`config.mk`:
```
export PLATFORM = sky130hd
export DESIGN_NAME = stable_priority_queue_cancel
export DESIGN_NICKNAME = d
export VERILOG_FILES = /design/src/rtl/core/spqc_pkg.sv /design/src/rtl/core/stable_priority_queue_cancel.sv /design/src/rtl/core/spqc_dp.sv /design/src/rtl/core/spqc_ctrl.sv
export SDC_FILE = /design/constraint.sdc
export NUM_CORES = 2
export LEC_CHECK = 0
export ABC_AREA = 1
export BUFFER_PORTS_ARGS = -buffer_cell sky130_fd_sc_hd__buf_2
export CORE_MARGIN = 5
export CORE_UTILIZATION = 50
export CTS_CLUSTER_SIZE = 40
export DETAILED_ROUTE_END_ITERATION = 6
export HOLD_SLACK_MARGIN = 0.05
export PLACE_DENSITY = 0.75
export SLEW_MARGIN = 20
export SYNTH_ARGS = -nofsm -noshare
export SYNTH_HDL_FRONTEND = slang
export SYNTH_SLANG_ARGS = --single-unit
export TNS_END_PERCENT = 50
```
`constraint.sdc`:
```
create_clock -name clock -period 18.4 [get_ports clock]
set_input_delay 2.76 -clock clock [delete_from_list [all_inputs] [get_ports clock]]
set_output_delay 2.76 -clock clock [all_outputs]
set_load 0.02 [all_outputs]
```
`src/rtl/core/spqc_pkg.sv`:
```
// ============================================================================
// spqc_pkg: shared definitions for the stable priority queue with cancel
// Sizes, request and status codes, controller states and the command bundle
// that the controller hands to the datapath.
// ============================================================================
`default_nettype none

package spqc_pkg;

   // Storage sizing.
   localparam int CAPACITY = 64;
   localparam int KEY_BITS = 16;
   localparam int FILL_W   = $clog2(CAPACITY + 1);

   // Fixed port field widths.
   localparam int TYPE_W = 2;
   localparam int KEY_W  = 16;
   localparam int URG_W  = 2;
   localparam int STAT_W = 2;
   localparam int OCC_W  = 7;

   // Request codes. The fourth code is unused and answers as a no-op.
   typedef enum logic [TYPE_W-1:0] {
      REQ_ENQ    = 2'd0,
      REQ_DEQ    = 2'd1,
      REQ_CANCEL = 2'd2
   } req_op_type;

   // Response status codes.
   typedef enum logic [STAT_W-1:0] {
      ST_OK       = 2'd0,
      ST_EMPTY    = 2'd1,
      ST_NOTFOUND = 2'd2,
      ST_FULL     = 2'd3
   } rsp_status_type;

   // Controller states.
   typedef enum logic [1:0] {
      FSM_IDLE   = 2'd0,
      FSM_LOOKUP = 2'd1,
      FSM_EXEC   = 2'd2
   } fsm_state_type;

   // Commands from the controller to the datapath.
   typedef struct packed {
      logic load_req;  // capture the request fields
      logic lookup;    // register the per-slot compare results
      logic commit;    // update the slots and load the response register
   } dp_cmd_type;

endpackage

`default_nettype wire

```
`src/rtl/core/stable_priority_queue_cancel.sv`:
```
// ============================================================================
// stable_priority_queue_cancel: ordered queue with three urgency levels
// Top level joining the request sequencer and the slot chain datapath.
// ============================================================================
// The block keeps up to 64 keyed entries in service order, most urgent first
// and first-in first-out within one urgency level. Each request beat gives
// exactly one response beat. An enqueue places the entry behind all entries
// of equal or better urgency, or answers full; a dequeue returns the head, or
// answers empty; a cancel removes the first entry whose key matches, or
// answers not found. Each request passes through two steps: a lookup
// comparing all slots against the request in parallel and registering
// the results, and an execute step shifting the slot chain and loading
// the response register. A new request is accepted in the same cycle
// that the previous one completes, so requests follow directly as long as
// the response side keeps taking beats; while a response waits, the
// current request stays in execute and the request side is not ready.
// An urgency of zero in an enqueue counts as urgency one, and the unused
// request code changes nothing and answers ok with the current occupancy.
`default_nettype none

module stable_priority_queue_cancel (
   input  wire logic                        clock,
   input  wire logic                        reset,
   input  wire logic                        req_valid,
   output logic                             req_ready,
   input  wire logic [spqc_pkg::TYPE_W-1:0] req_type,
   input  wire logic [spqc_pkg::KEY_W-1:0]  req_entry_key,
   input  wire logic [spqc_pkg::URG_W-1:0]  req_urgency,
   output logic                             rsp_valid,
   input  wire logic                        rsp_ready,
   output logic      [spqc_pkg::STAT_W-1:0] rsp_status,
   output logic      [spqc_pkg::KEY_W-1:0]  rsp_served_key,
   output logic      [spqc_pkg::URG_W-1:0]  rsp_served_urgency,
   output logic      [spqc_pkg::OCC_W-1:0]  rsp_occupancy
);
   import spqc_pkg::*;

   dp_cmd_type cmd;

   // The sequencer owns both handshakes and issues one command set per cycle.
   spqc_ctrl u_ctrl (
      .clock     (clock),
      .reset     (reset),
      .req_valid (req_valid),
      .req_ready (req_ready),
      .rsp_valid (rsp_valid),
      .rsp_ready (rsp_ready),
      .cmd       (cmd)
   );

   // The datapath holds the slots, the fill count and the response register.
   spqc_dp u_dp (
      .clock              (clock),
      .reset              (reset),
      .cmd                (cmd),
      .req_type           (req_type),
      .req_entry_key      (req_entry_key),
      .req_urgency        (req_urgency),
      .rsp_status         (rsp_status),
      .rsp_served_key     (rsp_served_key),
      .rsp_served_urgency (rsp_served_urgency),
      .rsp_occupancy      (rsp_occupancy)
   );

endmodule

`default_nettype wire

```
`src/rtl/core/spqc_dp.sv`:
```
// ============================================================================
// spqc_dp: slot chain datapath
// Holds the ordered slots as a chain of cells, compares every slot against
// the request in parallel, and shifts the chain to insert or remove an entry.
// ============================================================================
`default_nettype none

module spqc_dp (
   input  wire logic                        clock,
   input  wire logic                        reset,
   input  wire spqc_pkg::dp_cmd_type        cmd,
   input  wire logic [spqc_pkg::TYPE_W-1:0] req_type,
   input  wire logic [spqc_pkg::KEY_W-1:0]  req_entry_key,
   input  wire logic [spqc_pkg::URG_W-1:0]  req_urgency,
   output logic      [spqc_pkg::STAT_W-1:0] rsp_status,
   output logic      [spqc_pkg::KEY_W-1:0]  rsp_served_key,
   output logic      [spqc_pkg::URG_W-1:0]  rsp_served_urgency,
   output logic      [spqc_pkg::OCC_W-1:0]  rsp_occupancy
);
   import spqc_pkg::*;

   logic [TYPE_W-1:0]   op_ff;
   logic [KEY_BITS-1:0] key_ff;
   logic [URG_W-1:0]    urg_ff;

   logic [KEY_BITS-1:0] slot_key_ff [CAPACITY];
   logic [URG_W-1:0]    slot_urg_ff [CAPACITY];
   logic [FILL_W-1:0]   fill_ff;
   logic [FILL_W-1:0]   fill_in;

   logic [CAPACITY-1:0] vld;
   logic [CAPACITY-1:0] match_in;
   logic [CAPACITY-1:0] gt_in;
   logic [CAPACITY-1:0] match_ff;
   logic [CAPACITY-1:0] gt_ff;
   logic [CAPACITY-1:0] hit;
   logic [CAPACITY-1:0] rm;
   logic [CAPACITY-1:0] ins;

   logic is_enq;
   logic is_deq;
   logic is_cancel;
   logic full;
   logic empty;
   logic found;
   logic do_ins;
   logic do_rm;

   logic [URG_W-1:0]    rm_urg;
   logic [STAT_W-1:0]   status_in;
   logic [KEY_W-1:0]    skey_in;
   logic [URG_W-1:0]    surg_in;

   logic [STAT_W-1:0]   status_ff;
   logic [KEY_W-1:0]    skey_ff;
   logic [URG_W-1:0]    surg_ff;
   logic [OCC_W-1:0]    occ_ff;

   // Request capture; urgency zero is treated as the most urgent level.
   always_ff @(posedge clock) begin
      if (cmd.load_req) begin
         op_ff  <= req_type;
         key_ff <= KEY_BITS'(req_entry_key);
         urg_ff <= (req_urgency == '0) ? URG_W'(1) : req_urgency;
      end
   end

   always_comb begin
      is_enq    = (op_ff == REQ_ENQ);
      is_deq    = (op_ff == REQ_DEQ);
      is_cancel = (op_ff == REQ_CANCEL);
      full      = (fill_ff == FILL_W'(CAPACITY));
      empty     = (fill_ff == '0);
      found     = |match_ff;
      do_ins    = is_enq && !full;
      do_rm     = (is_deq && !empty) || (is_cancel && found);
      if (is_deq) begin
         rm = CAPACITY'(vld[0]);
      end else if (is_cancel) begin
         rm = hit;
      end else begin
         rm = '0;
      end
   end

   genvar i;
   generate
      for (i = 0; i < CAPACITY; i++) begin : g_cell
         localparam logic [CAPACITY-1:0] BELOW = ~({CAPACITY{1'b1}} << i);
         localparam logic [CAPACITY-1:0] UPTO  = ~({CAPACITY{1'b1}} << (i + 1));

         logic                take_prev;
         logic                take_new;
         logic                take_next;
         logic [KEY_BITS-1:0] prev_key;
         logic [URG_W-1:0]    prev_urg;
         logic [KEY_BITS-1:0] next_key;
         logic [URG_W-1:0]    next_urg;

         assign vld[i]      = (fill_ff > FILL_W'(i));
         assign match_in[i] = vld[i] && (slot_key_ff[i] == key_ff);
         assign gt_in[i]    = vld[i] && (slot_urg_ff[i] > urg_ff);
         assign hit[i]      = match_ff[i] && !(|(match_ff & BELOW));
         // The insertion point and everything behind it.
         assign ins[i]      = gt_ff[i] || !vld[i];

         // The head cell has no neighbor in front and the tail cell none
         // behind; those sides never shift in.
         if (i == 0) begin : g_head
            assign take_prev = 1'b0;
            assign take_new  = do_ins && ins[i];
            assign prev_key  = '0;
            assign prev_urg  = '0;
         end else begin : g_body
            assign take_prev = do_ins && ins[i-1];
            assign take_new  = do_ins && ins[i] && !ins[i-1];
            assign prev_key  = slot_key_ff[i-1];
            assign prev_urg  = slot_urg_ff[i-1];
         end

         if (i == CAPACITY - 1) begin : g_tail
            assign take_next = 1'b0;
            assign next_key  = '0;
            assign next_urg  = '0;
         end else begin : g_mid
            assign take_next = do_rm && (|(rm & UPTO));
            assign next_key  = slot_key_ff[i+1];
            assign next_urg  = slot_urg_ff[i+1];
         end

         always_ff @(posedge clock) begin
            if (cmd.commit) begin
               if (take_new) begin
                  slot_key_ff[i] <= key_ff;
                  slot_urg_ff[i] <= urg_ff;
               end else if (take_prev) begin
                  slot_key_ff[i] <= prev_key;
                  slot_urg_ff[i] <= prev_urg;
               end else if (take_next) begin
                  slot_key_ff[i] <= next_key;
                  slot_urg_ff[i] <= next_urg;
               end
            end
         end
      end
   endgenerate

   always_ff @(posedge clock) begin
      if (cmd.lookup) begin
         match_ff <= match_in;
         gt_ff    <= gt_in;
      end
   end

   // The removed slot is one-hot, so an OR over the masked urgencies selects it.
   always_comb begin
      rm_urg = '0;
      for (int k = 0; k < CAPACITY; k++) begin
         rm_urg = rm_urg | (slot_urg_ff[k] & {URG_W{rm[k]}});
      end
   end

   always_comb begin
      fill_in   = fill_ff;
      status_in = ST_OK;
      skey_in   = '0;
      surg_in   = '0;
      if (do_ins) begin
         fill_in = fill_ff + FILL_W'(1);
      end else if (do_rm) begin
         fill_in = fill_ff - FILL_W'(1);
      end
      if (is_enq) begin
         status_in = full ? ST_FULL : ST_OK;
      end else if (is_deq) begin
         if (empty) begin
            status_in = ST_EMPTY;
         end else begin
            skey_in = KEY_W'(slot_key_ff[0]);
            surg_in = rm_urg;
         end
      end else if (is_cancel) begin
         if (found) begin
            skey_in = KEY_W'(key_ff);
            surg_in = rm_urg;
         end else begin
            status_in = ST_NOTFOUND;
         end
      end
   end

   always_ff @(posedge clock) begin
      if (reset) begin
         fill_ff <= '0;
      end else if (cmd.commit) begin
         fill_ff <= fill_in;
      end
   end

   always_ff @(posedge clock) begin
      if (cmd.commit) begin
         status_ff <= status_in;
         skey_ff   <= skey_in;
         surg_ff   <= surg_in;
         occ_ff    <= OCC_W'(fill_in);
      end
   end

   assign rsp_status         = status_ff;
   assign rsp_served_key     = skey_ff;
   assign rsp_served_urgency = surg_ff;
   assign rsp_occupancy      = occ_ff;

endmodule

`default_nettype wire

```
`src/rtl/core/spqc_ctrl.sv`:
```
// ============================================================================
// spqc_ctrl: request sequencer
// Steps each request through lookup and execute, and owns the handshakes.
// ============================================================================
`default_nettype none

module spqc_ctrl (
   input  wire logic                 clock,
   input  wire logic                 reset,
   input  wire logic                 req_valid,
   output logic                      req_ready,
   output logic                      rsp_valid,
   input  wire logic                 rsp_ready,
   output spqc_pkg::dp_cmd_type      cmd
);
   import spqc_pkg::*;

   fsm_state_type state_ff;
   fsm_state_type state_in;
   logic          rsp_valid_ff;
   logic          rsp_valid_in;
   logic          out_free;

   always_ff @(posedge clock) begin
      if (reset) begin
         state_ff     <= FSM_IDLE;
         rsp_valid_ff <= 1'b0;
      end else begin
         state_ff     <= state_in;
         rsp_valid_ff <= rsp_valid_in;
      end
   end

   always_comb begin
      out_free     = !rsp_valid_ff || rsp_ready;
      state_in     = state_ff;
      req_ready    = 1'b0;
      cmd          = '0;
      case (state_ff)
         FSM_IDLE: begin
            req_ready = 1'b1;
            if (req_valid) begin
               state_in = FSM_LOOKUP;
            end
         end
         FSM_LOOKUP: begin
            cmd.lookup = 1'b1;
            state_in   = FSM_EXEC;
         end
         FSM_EXEC: begin
            if (out_free) begin
               cmd.commit = 1'b1;
               req_ready  = 1'b1;
               state_in   = req_valid ? FSM_LOOKUP : FSM_IDLE;
            end
         end
         default: begin
            state_in = FSM_IDLE;
         end
      endcase
      cmd.load_req = req_valid && req_ready;
      if (cmd.commit) begin
         rsp_valid_in = 1'b1;
      end else if (rsp_ready) begin
         rsp_valid_in = 1'b0;
      end else begin
         rsp_valid_in = rsp_valid_ff;
      end
   end

   assign rsp_valid = rsp_valid_ff;

endmodule

`default_nettype wire
```
; ---- Yosys cells after proc, flatten, opt, wreduce, memory -nomap -nowiden
; Memories as Yosys holds them, arrays and structs flattened.
; Cells that the tools add are included.
[op_classes]
n_lt_le_gt_ge = 128
mul = 0
n_reduce_logical = 775
div = 0
bitwise = 379
n_addsub = 2
muxes = 1037
n_eq_ne = 71
shift = 0
[op_table]
columns = cell, count
row1 = 16-bit 2-to-1 mux, 130
row2 = 16-bit == test, 64
row3 = 1-bit 2-to-1 mux, 764
row4 = 1-bit logical AND, 385
row5 = 2-bit 2-to-1 mux, 137
row6 = 1-bit OR, 252
row7 = "7-bit by 6-bit greater-than comparator with 1-bit output, second input constant", 32
row8 = 1-bit zero test, 193
row9 = 2-bit AND, 64
row10 = 2-bit greater-than comparator, 64
row11 = 64-bit 2-to-1 mux, 2
row12 = 2-bit OR, 63
row13 = 63-bit OR reduction, 2
row14 = 62-bit OR reduction, 2
row15 = 61-bit OR reduction, 2
row16 = 60-bit OR reduction, 2
row17 = 59-bit OR reduction, 2
row18 = 58-bit OR reduction, 2
row19 = 57-bit OR reduction, 2
row20 = "7-bit by 5-bit greater-than comparator with 1-bit output, second input constant", 16
row21 = 56-bit OR reduction, 2
row22 = 55-bit OR reduction, 2
row23 = 54-bit OR reduction, 2
row24 = 53-bit OR reduction, 2
row25 = 71 further kinds, 204
[word_totals]
mem_count = 2
elab_cells = 2406
mem_bits_ro = 0
latch_bits = 0
ramBits = 1152
inputBits = 24
out_inout_bits = 29
regBits = 185
[memory_table]
columns = memory, depth, width, read_ports, rd_clocked_by_memory_dff, wr, line_no
row1 = u_dp.slot_key_ff, 64, 16, 64, 0, 64, spqc_dp.sv:26  ; logic [KEY_BITS-1:0] slot_key_ff [CAPACITY];
row2 = u_dp.slot_urg_ff, 64, 2, 64, 0, 64, spqc_dp.sv:27  ; logic [URG_W-1:0] slot_urg_ff [CAPACITY];

; ---- Logic depth before layout (Yosys ltp)
[depth]
depth_word = 72
depth_mapped = 26
mapped_depth_nobuf = 23

; ---- Cells and area by module
; Synthesis repeated with hierarchy kept, for this count alone.
[unflattened]
hier_cells = 10410
area_unflattened_um2 = 85559.6
[by_module_without_submodules]
columns = mod, cells_each, instances, area_each_um2, seq_area_each_um2
row1 = spqc_dp, 10387, 1, 85409.4, 39988.4
row2 = spqc_ctrl, 23, 1, 150.1, 60.1

; ---- Worst setup path after synthesis
; OpenSTA, ideal clock, no wires.
[synth_path]
path_type = register to register
from = register u_ctrl.state_ff[0]
to = register u_dp.gt_ff[0], enable pin
setup_time_ps = 620
path_slack_ps = 12019
arrival_ps = 5761
path_buffers = 0
path_stages_with_launch = 3
period_less_slack_ps = 6381
t_required_ps = 17780
path_cell_list = dfxtp_1 -> inv_1 -> nor2_1
[synth_between]
elab_chain_len = 2
[synth_lines]
columns = item, line_no
row1 = from (decl), spqc_ctrl.sv:18  ; fsm_state_type state_ff;
row2 = from (signal assigned), spqc_ctrl.sv:29  ; state_ff <= state_in;
row3 = 2-bit by 1-bit == test with 1-bit output, spqc_ctrl.sv:39  ; case (state_ff)
row4 = 1-bit 2-to-1 mux, spqc_ctrl.sv:39
row5 = to (signal assigned), spqc_dp.sv:151  ; gt_ff <= gt_in;
row6 = to (decl), spqc_dp.sv:35  ; logic [CAPACITY-1:0] gt_ff;
; Every way passes these cells.
; A chain may end at the register's enable or synchronous reset.

==> flow_metrics.env <==
export IMPL_pwr_share_seq=0.473
export IMPL_fin_area_mm2=0.0921
export IMPL_path_clk_slew_ns=0.07
export IMPL_antenna_found_initial=13
export IMPL_ys_ff_latch=1337
export IMPL_power_frac_clock=0.393
export IMPL_sw_frac_of_total=0.282
export IMPL_synth_edf_count=1327
export IMPL_cts_hold_buf=0
export IMPL_synthesis_area_mm2=0.0856
export IMPL_p_switching_mw=2.14
export IMPL_post_cts_buffers=0
export IMPL_arrival_ns=6.62
export IMPL_synthSimpleGateAreaFrac=0.194
export IMPL_violations="DRC"
export IMPL_power_leakage_nw=37.5
export IMPL_drive_gt1_frac=0.0631
export IMPL_clk_latency_ns=0.83
export IMPL_dp_final_hpwl_um=208000
export IMPL_drcViolationCount=22
export IMPL_internal_power_mw=5.45
export IMPL_synth_top_family_by_area="simple AND/OR/NAND/NOR gates"
export IMPL_synth_area_leaders="edfxtp_1 47%, nand2_1 10%, o21ai_0 8.8%"
export IMPL_cts_root_buf="clkbuf_16"
export IMPL_die_area_mm2=0.180
export IMPL_clock_sinks=1337
export IMPL_yosys_area_top_type="edfxtp_1"
export IMPL_cap_violations=0
export IMPL_period_minus_slack_ns=6.34
export IMPL_synthTopCellsByCount="2375 x nand2_1, 1501 x o21ai_0, 1327 x edfxtp_1, 956 x inv_1, 683 x nor2_1"
export IMPL_area_growth_pct=7.51
export IMPL_synth_xor_area_frac=0.0599
export IMPL_cp_start_kind="flip-flop"
export IMPL_synth_warnings=0
export IMPL_drt_wl_total_um=304000
export IMPL_dp_cells=12100
export IMPL_viasPerCell=6.37
export IMPL_antenna_left=0
export IMPL_cts_inserted_buffers=149
export IMPL_fin_setup_tns_ns=0
export IMPL_finalPower_mw=7.59
export IMPL_numPortBuffers=52
export IMPL_finalMaxSlewViolations=0
export IMPL_yosysSeqAreaShare=0.468
export IMPL_whs_ns=0.541
export IMPL_max_freq_mhz=158
export IMPL_hold_path_class="reg -> reg"
export IMPL_combPwrFrac=0.134
export IMPL_finalHoldViolations=0
export IMPL_period_share=0.345
export IMPL_critPathKind="reg -> reg"
export IMPL_setup_violations=0
export IMPL_yosys_cell_count_top_type="nand2_1"
export IMPL_tightest_slew_ns=1.17
export IMPL_rsz0062_at_grt="false"
export IMPL_final_setup_worst_slack_ns=12.06
export IMPL_synth_compound_area_frac=0.179
export IMPL_vias=79200
export IMPL_grt_max_degree=120
export IMPL_highest_layer="met5"
export IMPL_grt_pass1_wl_um=453000
export IMPL_slew_headroom=0.223
export IMPL_finClkSkew_ns=0.0431
export IMPL_die_w_um=424
export IMPL_endpoint_kind="flip-flop"
export IMPL_powerDensity_mw_per_mm2=82.4
export IMPL_synth_area_per_cell_um2=8.17
export IMPL_wl_met1_um=111000
export IMPL_initial_core_util=0.504
export IMPL_finalNonFillerCells=12400
export IMPL_place_ws_ns=11.98
export IMPL_first_global_vias=74100
export IMPL_syn_nets=10600
export IMPL_drtIter0Drc=12500
export IMPL_post_route_util=0.542
export IMPL_die_h_um=424
export IMPL_io_pins=53
export IMPL_dpl_cell_area_mm2=0.0873
export IMPL_synthMuxAreaShare=0
export IMPL_rows=151
export IMPL_cp_required_ns=18.68
export IMPL_cp_max_fo=37
export IMPL_syn_inst=10500
export IMPL_clockBufferDepth=3
export IMPL_place_congestion=1.00
export IMPL_synth_adder_area_share=0.0193
export IMPL_synth_top_area_share=0.465
export IMPL_yosys_cell_types_count=68
export IMPL_nets=10200
export IMPL_track_usage=0.326
export IMPL_outcome="finished with violations"
export IMPL_post_drt_wl_per_cell_um=24.4
export IMPL_htree_levels=4
export IMPL_dr_wl_met3_um=39400
export IMPL_synthFlopType="edfxtp_1"
export IMPL_synthArstFlopShare=0
export IMPL_core_area_mm2=0.170
export IMPL_wl_met2_um=133000
export IMPL_grt_overflow_total=0
export IMPL_ctsResizeCount=0
export IMPL_cts_tree="built"
export IMPL_ir_drop_uv=104
export IMPL_drt_pre_antenna_iters=7
power groups by stage:
stage / sequential [mW] / combinational [mW] / clock [mW]
2_1_floorplan: 3.61 / 0.667 / 0
3_3_place_gp: 3.65 / 0.947 / 0
4_1_cts: 3.59 / 0.984 / 2.97
5_1_grt: 3.59 / 1.10 / 3.11
6_report: 3.59 / 1.02 / 2.98
3_5_place_dp: 3.65 / 0.977 / 0
worst paths after layout:
check | startpoint | to | slack [ns] | cells after the start
setup / recovery | u_dp.fill_ff[0]$_SDFFE_PP0P_ | u_dp.slot_key_ff[1][342]$_DFFE_PP_ | 12.06 | 21
hold / removal | u_ctrl.state_ff[0]$_SDFFE_PP0P_ | u_ctrl.state_ff[1]$_SDFFE_PP0P_ | 0.54 | 1
setup reg to reg | u_dp.fill_ff[0]$_SDFFE_PP0P_ | u_dp.slot_key_ff[1][342]$_DFFE_PP_ | 12.06 | 21
hold reg to reg | u_ctrl.state_ff[0]$_SDFFE_PP0P_ | u_ctrl.state_ff[1]$_SDFFE_PP0P_ | 0.54 | 1
critical path, cell delays in order (launching register included):
cell and delay [ns]:
dfxtp_1 0.39, inv_1 0.17, ha_1 0.45, nand2_1 0.23, inv_2 0.16, nand2_4 0.18
nand2_4 0.16, o21ai_2 0.10, nor2_4 0.17, nand2_2 0.10, nor2_2 0.10, nand2_2 0.08
nor2_2 0.09, nand2_2 0.08, nor2_4 0.19, nand2_2 0.41, clkinv_4 0.25, nand2_8 0.14
inv_4 0.38, nand3_1 0.16, nand2_1 0.79, nand3_1 0.93
sequential cells by signal, indices dropped and copies added (netlist names):
signal	flops
u_dp.slot_key_ff	1024
u_dp.slot_urg_ff	128
u_dp.gt_ff	64
u_dp.match_ff	64
u_dp.key_ff	16
u_dp.rsp_served_key	16
u_dp.fill_ff	7
u_dp.rsp_occupancy	7
u_ctrl.state_ff	2
u_dp.op_ff	2
u_dp.rsp_served_urgency	2
u_dp.rsp_status	2
u_dp.urg_ff	2
u_ctrl.rsp_valid	1
layout by cell type (no fill, tap or decap), types with 71 or more instances in the layout:
cell type,count
ha_1,132
nor4_1,80
nor2_1,678
buf_4,184
clkbuf_16,152
o211ai_1,264
nand3_1,438
o21ai_0,1440
nand2_1,2373
o21ai_2,71
nand4_1,174
xnor2_1,428
edfxtp_1,1327
xor2_1,158
o22ai_1,168
a21oi_1,503
inv_1,942
cell type report:
cell class                      count  area [µm²]
Antenna cell                        7        17.5
Clock buffer                      178        3900
Clock inverter                     88         743
Fill cell                       15100       77800
Inverter                          975        3710
Multi-Input combinational cell   7377       39100
Sequential cell                  1337       40000
Tap cell                         2218        2780
Timing Repair Buffer              241        1730
routing by layer:
metal / up-vias / global-route usage
met5: - / 0
met4: 12 / 0.184
met3: 1255 / 0.0726
met2: 5782 / 0.503
met1: 36800 / 0.425
li1: 35300 / -
kinds of logic (layout without fill, tap and decap cells):
| group | after synthesis | after routing |
|---|---|---|
| DFF | 1337 | 1337 |
| xor gates and xnor gates | 586 | 586 |
| adders and majority gates | 132 | 132 |
| buffers and inverters | 1763 | 1482 |
| other | 0 | 7 |
| and+or+nand+nor | 3931 | 3931 |
| AOI/OAI and AO/OA | 2728 | 2728 |
Power figures use the tool's default switching activity.
